## src/sv/iaobf_pkg.sv

```systemverilog
`timescale 1ns / 1ps
// Shared types and constants of the accelerometer offset and low-pass filter block.
package iaobf_pkg;

  localparam int NUM_AXES       = 3;
  localparam int OFFSET_W       = 16;
  localparam int COEF_W         = 32;
  localparam int COEF_FRAC_BITS = 30;
  localparam int HIST_W         = 48;
  localparam int HIST_FRAC      = 16;
  localparam int CFG_IDX_W      = 4;
  localparam int CFG_DATA_W     = 32;
  localparam int FIFO_DEPTH     = 4;
  localparam int FIFO_PTR_W     = 2;
  localparam int FIFO_CNT_W     = 3;

  typedef enum logic [CFG_IDX_W-1:0] {
    REG_OFFSET_X = 4'd0,
    REG_OFFSET_Y = 4'd1,
    REG_OFFSET_Z = 4'd2,
    REG_COEF_B0  = 4'd3,
    REG_COEF_A1  = 4'd4,
    REG_COEF_A2  = 4'd5,
    REG_CAL_EN   = 4'd6,
    REG_FLT_EN   = 4'd7
  } iaobf_reg_e;

  typedef struct packed {
    logic signed [COEF_W-1:0] b0;
    logic signed [COEF_W-1:0] a1;
    logic signed [COEF_W-1:0] a2;
  } iaobf_coef_t;

  typedef struct packed {
    logic a_vld;
    logic c_vld;
    logic cal_en;
    logic flt_en;
  } iaobf_ctl_t;

endpackage

```

## src/sv/iaobf_if.sv

```systemverilog


interface iaobf_out_if #(parameter int SAMPLE_WIDTH = 16) ();
  logic                           valid;
  logic                           ready;
  logic signed [SAMPLE_WIDTH-1:0] result_x;
  logic signed [SAMPLE_WIDTH-1:0] result_y;
  logic signed [SAMPLE_WIDTH-1:0] result_z;

  modport source (output valid, output result_x, output result_y, output result_z,
                  input ready);
  modport sink (input valid, input result_x, input result_y, input result_z,
                output ready);
endinterface


```

## src/sv/iaobf_merge.sv

```systemverilog
`timescale 1ns / 1ps
// Merge stage: joins the lane results into one result request and queues it.
module iaobf_merge import iaobf_pkg::*; #(
  parameter int SW = 16
) (
  input  logic                 clk,
  input  logic                 rst_n,
  input  logic                 acc,
  input  logic                 wr,
  input  logic signed [SW-1:0] res [NUM_AXES],
  output logic                 room,
  iaobf_out_if.source          out_ch
);

  logic signed [SW-1:0]  mem_r [FIFO_DEPTH][NUM_AXES];
  logic [FIFO_PTR_W-1:0] wr_ptr_r, rd_ptr_r;
  logic [FIFO_CNT_W-1:0] fill_r, infl_r;
  logic                  pop;

  assign out_ch.valid    = (fill_r != '0);
  assign pop             = out_ch.valid && out_ch.ready;
  assign out_ch.result_x = mem_r[rd_ptr_r][0];
  assign out_ch.result_y = mem_r[rd_ptr_r][1];
  assign out_ch.result_z = mem_r[rd_ptr_r][2];
  assign room            = (infl_r < FIFO_CNT_W'(FIFO_DEPTH));

  always_ff @(posedge clk) begin
    if (wr) begin
      for (int k = 0; k < NUM_AXES; k++) begin
        mem_r[wr_ptr_r][k] <= res[k];
      end
    end
  end

  always_ff @(posedge clk) begin
    if (!rst_n) begin
      wr_ptr_r <= '0;
      rd_ptr_r <= '0;
      fill_r   <= '0;
      infl_r   <= '0;
    end else begin
      if (wr) begin
        wr_ptr_r <= wr_ptr_r + 1'b1;
      end
      if (pop) begin
        rd_ptr_r <= rd_ptr_r + 1'b1;
      end
      fill_r <= fill_r + FIFO_CNT_W'(wr) - FIFO_CNT_W'(pop);
      infl_r <= infl_r + FIFO_CNT_W'(acc) - FIFO_CNT_W'(pop);
    end
  end

endmodule
```

## src/flat_wrapper.sv

```systemverilog
// flat-port wrapper written by rule: the top's interface ports become plain ports
module iaobf_merge_flat import iaobf_pkg::*;
#(
  parameter int SW = 16
)
  (clk, rst_n, acc, wr, res, room, out_ch_valid, out_ch_result_x, out_ch_result_y, out_ch_result_z, out_ch_ready);
  iaobf_out_if out_ch_i ();
  input  logic clk;
  input  logic rst_n;
  input  logic acc;
  input  logic wr;
  input  logic signed [SW-1:0] res[NUM_AXES];
  output logic room;
  output wire logic [$bits(out_ch_i.valid)-1:0] out_ch_valid;
  output wire logic [$bits(out_ch_i.result_x)-1:0] out_ch_result_x;
  output wire logic [$bits(out_ch_i.result_y)-1:0] out_ch_result_y;
  output wire logic [$bits(out_ch_i.result_z)-1:0] out_ch_result_z;
  input wire logic [$bits(out_ch_i.ready)-1:0] out_ch_ready;
  assign out_ch_valid = out_ch_i.valid;
  assign out_ch_result_x = out_ch_i.result_x;
  assign out_ch_result_y = out_ch_i.result_y;
  assign out_ch_result_z = out_ch_i.result_z;
  assign out_ch_i.ready = out_ch_ready;
  iaobf_merge #(.SW(SW)) u_core (.clk(clk), .rst_n(rst_n), .acc(acc), .wr(wr), .res(res), .room(room), .out_ch(out_ch_i));
endmodule
```

## config.mk

```make
export PLATFORM = sky130hd
export DESIGN_NAME = iaobf_merge_flat
export DESIGN_NICKNAME = d
export VERILOG_FILES = /design/src/sv/iaobf_pkg.sv /design/src/sv/iaobf_if.sv /design/src/sv/iaobf_merge.sv /design/src/flat_wrapper.sv
export SDC_FILE = /design/constraint.sdc
export NUM_CORES = 1
export LEC_CHECK = 0
export BUFFER_PORTS_ARGS = -buffer_cell sky130_fd_sc_hd__buf_2
export CORE_MARGIN = 5
export CORE_UTILIZATION = 50
export CTS_CLUSTER_SIZE = 28
export DETAILED_ROUTE_END_ITERATION = 16
export GPL_ROUTABILITY_DRIVEN = 0
export PLACE_DENSITY_LB_ADDON = 0.05
export REMOVE_ABC_BUFFERS = 1
export SYNTH_ARGS = -nofsm -noshare
export SYNTH_HDL_FRONTEND = slang
export SYNTH_SLANG_ARGS = --single-unit
```

## constraint.sdc

```tcl
create_clock -name clk -period 3.05 [get_ports clk]
set_clock_uncertainty 0.15 [all_clocks]
set_input_delay 0.305 -clock clk [delete_from_list [all_inputs] [get_ports clk]]
set_output_delay 0.305 -clock clk [all_outputs]
set_load 0.01 [all_outputs]
```

==> impl_metrics.env <==
export IMPL_status="complete, no violations"
export IMPL_p_leak_nw=3.29
export IMPL_cp_num_buf_inv=2
export IMPL_hpwl_mm=7.92
export IMPL_io_buffers=102
export IMPL_routed_wl_mm=13.2
export IMPL_critPathMaxStageDelay_ns=0.62
export IMPL_via_per_inst=5.26
export IMPL_insertion_delay_ns=0.49
export IMPL_start_kind="register"
export IMPL_grt_pass1_vias=3906
export IMPL_dp_cells=597
export IMPL_syn_avg_cell_area_um2=24.4
export IMPL_yosys_top_cells_count="edfxtp_1 (192), mux4_2 (48), dfxtp_1 (12), inv_1 (10), and2_1 (9)"
export IMPL_core_rowCount=45
export IMPL_die_area_um2=17700
export IMPL_crit_path_end_kind="primary output"
export IMPL_finalSetupViolCount=0
export IMPL_dieWidth_um=133
export IMPL_drv_cap=0
export IMPL_start_util_pct=50.2
export IMPL_core_um2=15000
export IMPL_dieHeight_um=133
export IMPL_p_per_area_nw_per_um2=733
export IMPL_clockRootBuffer="clkbuf_16"
export IMPL_cts_buffers=21
export IMPL_grt_start_max_net_pins=31
export IMPL_cts_tree="done"
export IMPL_pin_count=103
export IMPL_fin_nets=544
export IMPL_grtUsageMet2_pct=26.2
export IMPL_synth_top_area_share_pct=76.3
export IMPL_antenna_found_initial=0
export IMPL_gr_total_overflow=0
export IMPL_htreeDepth=1
export IMPL_area_growth_pct=25.3
export IMPL_seq_area_frac_synth_pct=79.5
export IMPL_antenna_left=0
export IMPL_crit_path_max_fanout=20
export IMPL_yosysWarnings=0
export IMPL_fin_crit_sh_pct=83.7
export IMPL_cpMaxStageDelayCell="dfxtp_4"
export IMPL_ys_top_cells_by_area="edfxtp_1 (76%), mux4_2 (14%), dfxtp_1 (3.2%)"
export IMPL_clk_pin_slew_worst_paths_ns=0.06
export IMPL_max_freq_mhz=392
export IMPL_tightest_slew_ns=0.623
export IMPL_synth_edff_count=192
export IMPL_synth_most_common_cell="edfxtp_1"
export IMPL_whs_ns=0.0132
export IMPL_synth_cells=309
export IMPL_cp_data_required_time_ns=2.59
export IMPL_num_vias=3578
export IMPL_busiest_layer="met2"
export IMPL_relSlewSlack_pct=58.5
export IMPL_final_util_pct=62.9
export IMPL_firstDrtPassIters=4
export IMPL_ctsLongestPathBuffers=3
export IMPL_drt_iter0_drc=153
export IMPL_power_mw=6.93
export IMPL_nFillCells=1052
export IMPL_rsz0062_at_grt="false"
export IMPL_cts_sinks=204
export IMPL_finalNonFillerCells=680
export IMPL_yosys_area_top_type="edfxtp_1"
export IMPL_crit_type="reg -> out"
export IMPL_grt_use_met1_pct=21.0
export IMPL_grt_pass1_wl_mm=21.4
export IMPL_ff2ff_setup_slack_ns=0.68
export IMPL_hold_class="in -> reg"
export IMPL_synth_distinct_cells=20
export IMPL_multi_input_area_um2=1440
export IMPL_crit_arrival_ns=2.10
export IMPL_ys_flop_type="edfxtp_1"
export IMPL_grt_usage_pct=15.6
export IMPL_ir_drop_uv=468
export IMPL_regArea_um2=6010
export IMPL_cts_resized_gates=0
export IMPL_path_cells="buf_4 -> mux4_2 -> buf_2"
export IMPL_synth_area_um2=7550
export IMPL_finalMaxSlewViolations=0
export IMPL_n_antenna_cell=0
export IMPL_finalHoldViolCount=0
export IMPL_wl_per_cell_um=19.5
export IMPL_crit_family="flip-flops"
export IMPL_use_met3_pct=3.08
export IMPL_async_flop_share_pct=0
export IMPL_drc=0
export IMPL_ys_ff_latch=204
export IMPL_drive_gt1_share_pct=38.4
export IMPL_fin_crit_ns=2.55
-- final timing paths --
check	start	to	cells after the start
worst max-delay path	register	out_ch_result_z[12]	3
worst min-delay path	rst_n	u_core.wr_ptr_r[1]	2
worst max register to register	u_core.fill_r[1]	u_core.infl_r[2]	7
worst min register to register	u_core.rd_ptr_r[1]	register	2
-- cell type report --
class | instances | share of cell area, %
clock buffer | 28 | 5.83
clock inverter | 6 | 0.582
inverter | 10 | 0.397
multi-input combinational | 84 | 15.2
sequential | 204 | 63.5
tap | 188 | 2.49
timing repair buffer | 160 | 12.0
-- layout by cell type, fill, tap and decap left out, drive strengths merged --
master,n
fa,2
mux2i,4
dlygate4sd3,49
or3,1
dfxtp,12
nor2b,3
o31a,1
mux4,48
o311ai,1
xnor3,2
nand2b,2
ha,8
bufinv,1
buf,111
nand2,2
clkbuf,28
xor2,1
inv,11
and2,9
clkinv,4
edfxtp,192
-- logic make-up (layout without fill, tap and decap cells) --
kind of cell	Yosys count	count (layout)	share of synthesized area, %
buf+inv	21	204	1.49
simple gates	17	17	1.34
mux	52	52	14.8
xor+xnor	3	3	0.712
fa+ha+maj	10	10	1.86
compound gates	2	2	0.232
flops	204	204	79.5
-- through the flow --
| step | instance area (um2) | setup WS, ns | TNS, ns |
|---|---|---|---|
| 6_report | 9460 | 0.496 | 0 |
| 2_1_floorplan | 7480 | -0.179 | -8.57 |
| 3_5_place_dp | 8360 | 0.690 | 0 |
| 3_3_place_gp | 8360 | 0.712 | 0 |
| 4_1_cts | 9460 | 0.406 | 0 |
| 5_1_grt | 9460 | 0.327 | 0 |
-- metal layers --
metal  vias to the layer above  routed length [um]  share of wire (%)
li1                       1631                   -                  -
met1                      1828                5470                 41
met3                        23                 783                5.9
met2                        96                6730                 51
met4                         0                 260                2.0
met5                         -                   0                  0
-- flip-flops by register name, summed over array words and instances, names as in the netlist, named ones only --
signal           count
u_core.wr_ptr_r      2
u_core.mem_r       192
u_core.infl_r        3
u_core.fill_r        3
u_core.rd_ptr_r      2
-- repair_timing --
item,4_1_cts,5_1_grt
hold buffers,49,0
buffers inserted,0,0
endpoints found under the hold margin,193,0
-- report_power, final --
part	internal (mW)	total, mW	switching, mW
clock network	1.34	2.27	0.930
registers	3.25	3.36	0.114
logic	0.716	1.30	0.580
total	5.31	6.93	1.62
Power figures use the tool's default switching activity.
